--- src/design/stationary_foreground_history_core_macros.svh ---
// Assertion macros for the stationary foreground history core.
`ifndef STATIONARY_FOREGROUND_HISTORY_CORE_MACROS_SVH
`define STATIONARY_FOREGROUND_HISTORY_CORE_MACROS_SVH
`ifndef SYNTH
`define SFH_ASSERT_IMP(lbl, ante, cons) \
  lbl: assert property (@(posedge clk) disable iff (!rst_n) (ante) |-> (cons)) \
    else $error("sfh: same-cycle check failed");
`define SFH_ASSERT_NXT(lbl, ante, cons) \
  lbl: assert property (@(posedge clk) disable iff (!rst_n) (ante) |=> (cons)) \
    else $error("sfh: next-cycle check failed");
`else
`define SFH_ASSERT_IMP(lbl, ante, cons)
`define SFH_ASSERT_NXT(lbl, ante, cons)
`endif
`endif

--- src/design/sfh_pkg.sv ---
// Shared constants, types and register codes of the stationary foreground history core.
`timescale 1ns / 1ps
package sfh_pkg;

  localparam int PIXEL_COUNT  = 131072;
  localparam int HISTORY_BITS = 20;

  localparam int IDX_W   = 17;
  localparam int VAL_W   = 8;
  localparam int OUT_H_W = 20;
  localparam int ADDR_W  = (PIXEL_COUNT > 1) ? $clog2(PIXEL_COUNT) : 1;
  localparam int HIST_W  = HISTORY_BITS;

  localparam int COST_W  = 4;
  localparam int FRM_W   = 12;
  localparam int THR_W   = 9;
  localparam int PROD_W  = COST_W + VAL_W;
  localparam int FRM255_W = FRM_W + 8;
  localparam int RHS_W   = THR_W + FRM255_W;
  localparam int SUM_W   = ((HIST_W > PROD_W) ? HIST_W : PROD_W) + 1;
  localparam int LHS_W   = HIST_W + 8;
  localparam int CMP_W   = (LHS_W > RHS_W) ? LHS_W : RHS_W;

  localparam int PADDR_W = 4;
  localparam int PDATA_W = 32;

  localparam logic [THR_W-1:0] THR_ONE = THR_W'(256);

  typedef enum logic [1:0] {
    REG_INC_COST  = 2'd0,
    REG_DEC_COST  = 2'd1,
    REG_FRAMES    = 2'd2,
    REG_THRESHOLD = 2'd3
  } sfh_reg_t;

  // Configuration as seen by the update pipeline.
  typedef struct packed {
    logic [COST_W-1:0] inc_cost;
    logic [COST_W-1:0] dec_cost;
    logic [RHS_W-1:0]  rhs;
    logic              thr_ok;
  } sfh_cfg_t;

  // Pipeline status for the top level.
  typedef struct packed {
    logic clr_busy;
    logic s1_valid;
    logic out_valid;
  } sfh_stat_t;

endpackage

--- src/design/sfh_cfg_regs.sv ---
// APB configuration registers and the precomputed stationarity bound.
`timescale 1ns / 1ps
module sfh_cfg_regs (
  input  logic                         clk,
  input  logic                         rst_n,
  input  logic                         psel,
  input  logic                         penable,
  input  logic                         pwrite,
  input  logic [sfh_pkg::PADDR_W-1:0]  paddr,
  input  logic [sfh_pkg::PDATA_W-1:0]  pwdata,
  output logic [sfh_pkg::PDATA_W-1:0]  prdata,
  output logic                         pready,
  output sfh_pkg::sfh_cfg_t            cfg
);

  logic [sfh_pkg::COST_W-1:0]   inc_r;
  logic [sfh_pkg::COST_W-1:0]   dec_r;
  logic [sfh_pkg::FRM_W-1:0]    frm_r;
  logic [sfh_pkg::THR_W-1:0]    thr_r;
  logic [sfh_pkg::RHS_W-1:0]    rhs_r;
  logic                         thr_ok_r;
  logic [sfh_pkg::FRM255_W-1:0] frm255;
  logic [sfh_pkg::RHS_W-1:0]    rhs_nxt;
  logic                         wr_en;
  sfh_pkg::sfh_reg_t            reg_sel;

  assign pready  = 1'b1;
  assign wr_en   = psel && penable && pwrite;
  assign reg_sel = sfh_pkg::sfh_reg_t'(paddr[3:2]);

  // frames * 255 as a shift and subtract.
  assign frm255  = {frm_r, 8'd0} - sfh_pkg::FRM255_W'(frm_r);
  assign rhs_nxt = sfh_pkg::RHS_W'(thr_r) * sfh_pkg::RHS_W'(frm255);

  always_ff @(posedge clk) begin
    if (!rst_n) begin
      inc_r <= sfh_pkg::COST_W'(1);
      dec_r <= sfh_pkg::COST_W'(4);
      frm_r <= sfh_pkg::FRM_W'(125);
      thr_r <= sfh_pkg::THR_W'(128);
    end else if (wr_en) begin
      unique case (reg_sel)
        sfh_pkg::REG_INC_COST:  inc_r <= pwdata[sfh_pkg::COST_W-1:0];
        sfh_pkg::REG_DEC_COST:  dec_r <= pwdata[sfh_pkg::COST_W-1:0];
        sfh_pkg::REG_FRAMES:    frm_r <= pwdata[sfh_pkg::FRM_W-1:0];
        sfh_pkg::REG_THRESHOLD: thr_r <= pwdata[sfh_pkg::THR_W-1:0];
        default: ;
      endcase
    end
  end

  // The bound is registered from the registers, so it follows them in the next cycle.
  always_ff @(posedge clk) begin
    rhs_r    <= rhs_nxt;
    thr_ok_r <= (thr_r <= sfh_pkg::THR_ONE);
  end

  always_comb begin
    prdata = '0;
    unique case (reg_sel)
      sfh_pkg::REG_INC_COST:  prdata = sfh_pkg::PDATA_W'(inc_r);
      sfh_pkg::REG_DEC_COST:  prdata = sfh_pkg::PDATA_W'(dec_r);
      sfh_pkg::REG_FRAMES:    prdata = sfh_pkg::PDATA_W'(frm_r);
      sfh_pkg::REG_THRESHOLD: prdata = sfh_pkg::PDATA_W'(thr_r);
      default:                prdata = '0;
    endcase
  end

  assign cfg.inc_cost = inc_r;
  assign cfg.dec_cost = dec_r;
  assign cfg.rhs      = rhs_r;
  assign cfg.thr_ok   = thr_ok_r;

endmodule

--- config.mk ---
export PLATFORM = sky130hd
export DESIGN_NAME = sfh_cfg_regs
export DESIGN_NICKNAME = d
export VERILOG_FILES = /design/src/design/stationary_foreground_history_core_macros.svh /design/src/design/sfh_pkg.sv /design/src/design/sfh_cfg_regs.sv
export SDC_FILE = /design/constraint.sdc
export NUM_CORES = 1
export LEC_CHECK = 0
export BUFFER_PORTS_ARGS = -buffer_cell sky130_fd_sc_hd__buf_2
export CORE_MARGIN = 10
export CORE_UTILIZATION = 55
export DETAILED_ROUTE_END_ITERATION = 10
export PLACE_DENSITY = 0.77
export SKIP_LAST_GASP = 1
export SYNTH_ARGS = -nofsm -noshare
export SYNTH_HDL_FRONTEND = slang
export SYNTH_SLANG_ARGS = --single-unit
--- constraint.sdc ---
create_clock -name clk -period 8.7 [get_ports clk]
set_input_delay 2.175 -clock clk [delete_from_list [all_inputs] [get_ports clk]]
set_output_delay 2.175 -clock clk [all_outputs]
set_load 0.02 [all_outputs]
# After elaboration in Yosys (flattened, before gate mapping)
# Cells that the tools add are included.
[totals]
rom_bits = 0
mem_bits_rw = 0
memories = 0
inputBits = 41
latch_bits = 0
register_bits = 59
out_inout_bits = 71
elab_cells = 20
[classes]
add_sub_neg = 1
div_mod_pow = 0
n_mux = 1
n_reduce_logical = 7
n_bitwise = 0
shifts = 0
mul = 1
eq_ne = 3
order_cmp = 1
[ops]
columns = ["operator", "count"]
rows = [
  ["one-hot mux 32 bit (4 select lines)", 1],
  ["multiplier 9 x 20 -> 29 bit", 1],
  ["subtractor 20 x 12 -> 20 bit", 1],
  ["less-or-equal comparator 9 bit (second input constant)", 1],
  ["AND reduction 2 bit", 4],
  ["== test 2 bit (second input constant)", 2],
  ["== test 2 x 1 -> 1 bit (second input constant)", 1],
  ["logical AND 1 bit", 2],
  ["logical NOT 2 bit", 1],
]

# Longest topological paths before layout
# Gate-level depths: netlist (run 1).
[logic_depth]
ltp_word = 3
mapped_depth = 28
mapped_depth_nobuf = 27

# Worst setup path after synthesis (run 1)
# No wires, ideal clock.
[synth_path]
kind = "register -> register"
from = "reg frm_r[8] (netlist bit)"
to = "reg rhs_r[25] (netlist bit)"
path_slack_ns = 2.598
synth_period_minus_slack_ns = 6.102
path_stages_with_launch = 25
t_arrival_ns = 6.030
t_required_ns = 8.628
setup_ns = 0.072
n_path_buf = 1
cell_sequence = "dfxtp_1 -> clkbuf_1 -> inv_1 -> ha_1 -> a41o_1 -> a21o_1 -> a21o_1 -> a21oi_1 -> nand2_1 -> xnor2_2 -> nand2_1 -> fa_1 -> inv_1 -> fa_1 -> fa_1 -> inv_1 -> fa_1 -> inv_1 -> ha_1 -> a21oi_1 -> nand2_1 -> o21a_1 -> a221o_1 -> a311oi_2 -> xnor2_1"
[synth_via]
elab_chain_len = 2
[synth_lines]
columns = ["element", "line_no", "rtl"]
rows = [
  ["start, declared", "sfh_cfg_regs.sv:18", "logic [sfh_pkg::FRM_W-1:0] frm_r;"],
  ["start signal, assigned", "sfh_cfg_regs.sv:39", "frm_r <= sfh_pkg::FRM_W'(125);"],
  ["start signal, assigned", "sfh_cfg_regs.sv:45", "sfh_pkg::REG_FRAMES: frm_r <= pwdata[sfh_pkg::FRM_W-1:0];"],
  ["subtractor 20 x 12 -> 20 bit", "sfh_cfg_regs.sv:32", "assign frm255 = {frm_r, 8'd0} - sfh_pkg::FRM255_W'(frm_r);"],
  ["multiplier 9 x 20 -> 29 bit", "sfh_cfg_regs.sv:33", "assign rhs_nxt = sfh_pkg::RHS_W'(thr_r) * sfh_pkg::RHS_W'(frm255);"],
  ["net rhs_nxt, one bit", "sfh_cfg_regs.sv:23", "logic [sfh_pkg::RHS_W-1:0] rhs_nxt;"],
  ["end signal, assigned", "sfh_cfg_regs.sv:54", "rhs_r <= rhs_nxt;"],
  ["end, declared", "sfh_cfg_regs.sv:20", "logic [sfh_pkg::RHS_W-1:0] rhs_r;"],
]
# The timed path passes the listed nets, and every way through them passes these cells.
# A chain may end at the register's enable or synchronous reset.

# Final worst setup path (run 1)
[layout_path]
from = "reg frm_r[9] (netlist bit)"
to = "reg rhs_r[28] (netlist bit)"
# Same word-level chain as after synthesis.

==> summary.md, run 1 <==
| Metric | Value |
|---|---|
| Via density | about 5.2 |
| Hold crit path type | register to register |
| First drt pass iteration count | 4 |
| Hold Buf Count CTS | 0 |
| Root buffer cell | clkbuf_16 |
| CP arrival | 6.88 ns |
| Clock slew seen by the registers of the worst setup and hold paths | about 0.05 ns |
| Int Pwr | 537 uW |
| First-pass GRT wire length | around 30 mm |
| CP Capture Type | register |
| Post-Syn Area | 8110 um2 |
| Dpl hpwl | 13.6 mm |
| Clk_lat worst skew | about 0.35 ns |
| Period Utilization, post-route | 75.9% |
| Critical path buffers and inverters | 4 |
| Switching part of the total | about a third |
| DIE AREA | ~20,000 um2 |
| Main synth FF type | dfxtp_1 |
| Crit Path Class | register to register |
| Share of the synthesized area in the top cell type | 31.4% |
| Static Leak | 0.00449 uW |
| Seq pwr share | 37.0% |
| CTS HTree Levels | 3 |
| CP max-delay cell | fa_1 |
| Ys Warns | 0 |
| Post-synth EDFFs | 0 |
| Nets | between 1,000 and 1,500 |
| Pwr Total | between 700 and 800 uW |
| Final WL | 17.4 mm |
| Resized cells post-CTS | 0 |
| Cells after Synth | just over 900 |
| Fmax | 151 MHz |
| Synth cell types | 51 |
| Vias in the first global route | 6,177 |
| Total CTS buffers | 9 |
| Setup repair bufs after CTS | 0 |
| Slew Limit Fails | 0 |
| CTS sink cnt | 59 |
| Maximum clock insertion buffer count | 2 |
| Power share of the clock group | 42.3% |
| Ys async rst share | 0% |
| Setup_tns | 0 ns |
| Register area share after synthesis | around 15% |
| I/O Buffers | 68 |
| Die X | between 100 and 150 um |
| Area grow syn2layout | 8.09% |
| CP delay by family, top | adder cells |
| Largest fanout on the critical path | 9 |
| Synth Area per Inst | roughly 9 um2 |
| Relative slew slack | 30.5% |
| Logic pwr share | 20.8% |
| Minimum clock period | 6.60 ns |
| Initial DRC Count | 247 |
| Kind of start point of the critical path | register |
| Core Area | 14,500 um2 |
| Final Hold Fails | 0 |
| Worst clock skew | 0.0133 ns |
| Die height | 141 um |
| Starting Density | 56.0% |
| Floorplan row count | 44 |
| Fin util | 60.5% |
| Final hold slack | 0.505 ns |
| WL/cell | 15.2 um |
| Max_cap viols | 0 |
| Final setup violation count | 0 |
| Final ANT Viol Nets | 0 |
| Synth Register Bits | 59 |
| Post-synth top area cell | fa_1 |
| Via count | approximately 6,000 |
| Worst Tran Pin Value | between 1 and 1.5 ns |
| I/O pin total | ~110 |
| Layout cells sized above 1 | between 10% and 20% |
| Ranking of synthesized cells by area | fa_1 (31%), dfxtp_1 (15%), ha_1 (8.3%), and2_1 (7.4%), inv_1 (7.1%) |
| Total grt overflow | 0 |
| # diodes | 0 |
| Unrepaired setup endpoints after global routing | false |
| CTS tree | built |
| CP peak stage delay | 0.57 ns |
| Pwr dens | 90.2 nW/um2 |
| # DRC | 0 |
| Initial antenna violation count | 0 |
| Sw Pwr | ~250 uW |
| Critical Path RT | 8.98 ns |
| Status | finished, final reports clean |
| Largest net degree at the start of global routing | 30 |
| Peak supply drop | 0.0806 mV |
| Final GP Congestion | 0.836 |
| Total global-route track usage | 18.2% |
[registers in the layout, indices dropped and copies added, names as in the netlist]
register / cells
thr_r: 9
frm_r: 12
thr_ok_r: 1
dec_r: 4
rhs_r: 29
inc_r: 4
[cell families after synthesis]
kind of cell	Yosys count	synth area share, %
other cells	2	0.0927
fa+ha+maj	181	39.7
buf+inv	206	10.6
xor+xnor	36	4.35
mux	26	3.83
simple gates	307	19.4
flops	59	14.6
compound gates	89	7.47
[path summary, 6_finish.rpt]
kind            start        end  slack [ns]  depth (start not counted)
min          inc_r[0]   inc_r[0]        0.51                          2
max reg2reg  frm_r[9]  rhs_r[28]        2.10                         26
min reg2reg  inc_r[0]   inc_r[0]        0.51                          2
max          frm_r[9]  rhs_r[28]        2.10                         26
[power groups by stage]
stage                     clock network, uW  registers (uW)  logic (uW)
after CTS                               342             292         166
after global placement                    0             298         162
after floorplan                           0             311         114
final                                   334             292         164
after global routing                    353             293         185
after detailed placement                  0             298         164
[synthesized netlist by cell type, drive strengths merged (3+ instances only)]
library cell / count
xnor2: 24
clkbuf: 25
mux2i: 22
inv: 155
nor2: 19
mux4: 4
nand4: 5
a21boi: 6
xor2: 12
o21ai: 15
and3: 3
a21oi: 21
nand2: 121
a21o: 20
dfxtp: 59
nor3: 4
nand2b: 5
o211ai: 5
and2: 96
ha: 54
nand3: 12
nor2b: 33
fa: 127
o21a: 3
o31a: 3
buf: 26
nor4: 3
[metrics by stage]
step / cell area, um2 / setup WS [ns] / instances
floorplan: 8180 / 2.60 / 925
global placement: 8490 / 2.15 / 1129
detailed placement: 8490 / 2.14 / 1129
CTS: 8760 / 2.13 / 1144
global route: 8760 / 1.69 / 1144
finish: 8760 / 2.10 / 1144
[worst min-delay path: stages (launching register included)]
cell     delay (ns)
dfxtp_1        0.35
mux2i_1        0.07
nand2_1        0.06
[final cells by class]
cell class	count	area, um2
multi-input cells	660	6140
clock buffers	9	225
flip-flops and latches	59	1180
clock inverters	6	42.5
inverters	155	582
repair buffers	71	363
fillers	1302	5720
well taps	184	230
[routing by layer]
metal | track usage (%) | routed length (um) | up-vias
met5 | 0 | 0 | -
met4 | 5.86 | 329 | 0
met3 | 3.17 | 794 | 31
met2 | 31.9 | 8970 | 127
met1 | 22.2 | 7340 | 2984
li1 | - | - | 2862
[placed cells by master, fill, tap and decap left out, types with 6 or more instances in the layout]
master and n:
xor2_1 12, dfxtp_1 59, fa_1 127, a21boi_0 6, a21oi_1 21, nand3_1 12, clkbuf_16 9, xnor2_1 19
nand2_1 121, nor2_1 19, ha_1 54, nor2b_1 33, inv_1 154, a21o_1 20, o21ai_0 9, buf_2 68
mux2i_1 22, conb_1 21, o21ai_1 6, and2_1 96
Note: power is estimated with default switching activity, not from simulation.
==> run 2, diff against run 1 <==
==> constraint.sdc (replaced) <==
create_clock -name clk -period 6.9 [get_ports clk]
set_input_delay 1.725 -clock clk [delete_from_list [all_inputs] [get_ports clk]]
set_output_delay 1.725 -clock clk [all_outputs]
set_load 0.02 [all_outputs]
==> run 2 against run 1 <==
  * Non-clock buffer count rose by 8
  * Register-to-register slack worse by 1.7 ns
  * Global-route usage is 0.46 points higher
  * Clock power grew 53%
  * Fmax is 0.80% higher
  * Design area is 1.7% higher
  * Count of clock-buffer cells in the layout stayed put
  * Critical path type unchanged
  * Critical endpoint unchanged
==> summary.md, run 2 (synthesized netlist as in run 1, its figures left out) <==
| Metric | Value |
|---|---|
| Status | finished, final reports clean |
| Final hold slack | 0.509 ns (+0.00400 ns) |
| Placed cells | 1,137 (+0.71%) |
| First drt pass iteration count | 7 (+3) |
| WL/cell | 15.3 um (+0.61%) |
| CTS sink cnt | 59 (unchanged) |
| I/O pin total | 112 (unchanged) |
| Slew Limit Fails | 0 (unchanged) |
| Worst Tran Pin Value | 1.12 ns (+0.0815 ns) |
| Initial DRC Count | 285 (+15%) |
| Hold Buf Count CTS | 0 (unchanged) |
| Period Utilization, post-route | 94.9% (+19 points) |
| Met1 GRT Util | 22.6% (+0.39 points) |
| Floorplan row count | 44 (unchanged) |
| Root buffer cell | clkbuf_16 |
| Total CTS buffers | 9 (unchanged) |
| Static Leak | 0.00457 uW (+1.6%) |
| Sw Pwr | 331 uW (+30%) |
| Peak supply drop | 0.139 mV (+73%) |
| Layout cells sized above 1 | 11.6% (+1.1 points) |
| Final Hold Fails | 0 (unchanged) |
| Final ANT Viol Nets | 0 (unchanged) |
| Die X | 141 um (unchanged) |
| Total grt overflow | 0 (unchanged) |
| Power share of the clock group | 46.9% (+4.6 points) |
| Post-route cell area | 8910 um2 (+1.7%) |
| Met2 GRT Util | 33.2% (+1.3 points) |
| Unrepaired setup endpoints after global routing | true |
| CTS tree | built |
| Starting Density | 56.0% (unchanged) |
| Post-Place Cell Area | 8550 um2 (+0.71%) |
| Total global-route track usage | 18.7% (+0.46 points) |
| Final setup violation count | 0 (unchanged) |
| Largest net degree at the start of global routing | 30 (unchanged) |
| Final WL | 17.7 mm (+1.4%) |
| Maximum clock insertion buffer count | 2 (unchanged) |
| CTS HTree Levels | 3 (unchanged) |
| Via density | 5.27 (+0.51%) |
| Via count | 6,082 (+1.3%) |
| Clock slew seen by the registers of the worst setup and hold paths | 0.06 ns (about the same) |
| Fill cells | 1,257 (-3.5%) |
| Core Area | 14,500 um2 (unchanged) |
| I/O Buffers | 68 (unchanged) |
| # diodes | 0 (unchanged) |
| Largest fanout on the critical path | 9 (unchanged) |
| Clk_lat worst skew | 0.35 ns (about the same) |
| Area grow syn2layout | 9.88% |
| Switching part of the total | 30.4% (-1.7 points) |
| Seq pwr share | 33.8% (-3.2 points) |
| Vias in the first global route | 6,395 (+3.5%) |
| Nets | 1,186 (+0.68%) |
| DIE AREA | 20,000 um2 (unchanged) |
| Die height | 141 um (unchanged) |
| Dpl hpwl | 13.7 mm (+1.1%) |
| Final cell count without fillers | 1,153 (+0.79%) |
| Final GP Congestion | 0.834 (-0.18%) |
| CP arrival | 6.82 ns (-0.06 ns) |
| Most frequent cells in the layout | inv_1 (154), fa_1 (127), nand2_1 (121) |
| Relative slew slack | 25.1% (-5.5 points) |
| Fmax | 153 MHz (+0.80%) |
| Kind of start point of the critical path | register |
| Minimum clock period | 6.55 ns (-0.0524 ns) |
| Setup repair bufs after CTS | 0 (unchanged) |
| Max reg flops | 29 (unchanged) |
| Commonest non-fill, non-tap cell in the layout | inv_1 |
| Critical Path RT | 7.17 ns (-1.81 ns) |
| Max_cap viols | 0 (unchanged) |
| First-pass GRT wire length | 30.9 mm (+3.9%) |
| Pwr dens | 122 nW/um2 (+35%) |
| CP Capture Type | register |
| Crit Path Class | register to register |
| Met3 Usage GRT | 3.81% (+0.63 points) |
| # DRC | 0 (unchanged) |
| Reg with most FFs | rhs_r |
| Hold crit path type | register to register |
| Initial antenna violation count | 0 (unchanged) |
| Logic pwr share | 19.2% (-1.6 points) |
| Biggest regs | rhs_r (29), frm_r (12), thr_r (9) |
| Int Pwr | 757 uW (+41%) |
| Grt peak-use layer | met2 |
| Worst clock skew | 0.0111 ns (-0.00220 ns) |
run 2: final cells by class:
cell class,count,area (um2),area share [%]
tap,184,230,2.58
clock buffer,9,225,2.53
inverter,155,582,6.53
clock inverter,7,100,1.12
timing repair buffer,79,423,4.75
multi-input combinational,660,6160,69.2
sequential,59,1180,13.3
run 2: worst paths after layout:
check	depth (start not counted)	slack [ns]	end	startpoint
max	26	0.35	rhs_r[28]	frm_r[9]
max reg2reg	26	0.35	rhs_r[28]	frm_r[9]
min reg2reg	2	0.51	dec_r[2]	dec_r[2]
min	2	0.51	dec_r[2]	dec_r[2]
run 2: critical path, cell delays in order (launching register included):
cell	delay (ns)
dfxtp_2	0.38
inv_1	0.11
ha_1	0.35
a21o_1	0.19
a21oi_1	0.18
o21ai_1	0.14
a211o_1	0.35
nand2b_1	0.23
nor2_2	0.15
xnor2_2	0.23
nand2_1	0.15
fa_1	0.59
inv_1	0.05
fa_1	0.49
fa_1	0.55
inv_1	0.05
fa_1	0.47
inv_1	0.04
ha_1	0.37
a21o_1	0.21
a21oi_1	0.21
o21ai_1	0.13
nor3_1	0.18
a21o_1	0.22
o21ai_1	0.13
a21oi_1	0.19
xnor2_1	0.13
run 2: power by group through the flow:
stage | clock [uW] | combinational, uW | sequential, uW
final | 510 | 209 | 368
after global routing | 534 | 236 | 370
after CTS | 521 | 211 | 368
after detailed placement | 0 | 209 | 376
after global placement | 0 | 206 | 375
after floorplan | 0 | 144 | 392
run 2: repair_timing:
item / in CTS / in global routing
hold endpoints to repair: 0 / 0
gates resized for setup: 0 / 5
setup endpoints to repair: 0 / 4
run 2: routing by layer:
layer | share of wire (%) | wire length [um]
met1 | 42 | 7460
met2 | 52 | 9150
met3 | 4.4 | 780
met4 | 1.6 | 288
met5 | 0 | 0
run 2: stage by stage:
step                worst slack, ns  TNS (ns)  power, uW  utilization, %
finish                        0.351         0       1090            61.5
global route                -0.0397   -0.0669       1140            61.5
CTS                           0.250         0       1100            61.3
detailed placement            0.300         0        585            59.1
global placement              0.373         0        582            59.1
floorplan                     0.798         0        536               -
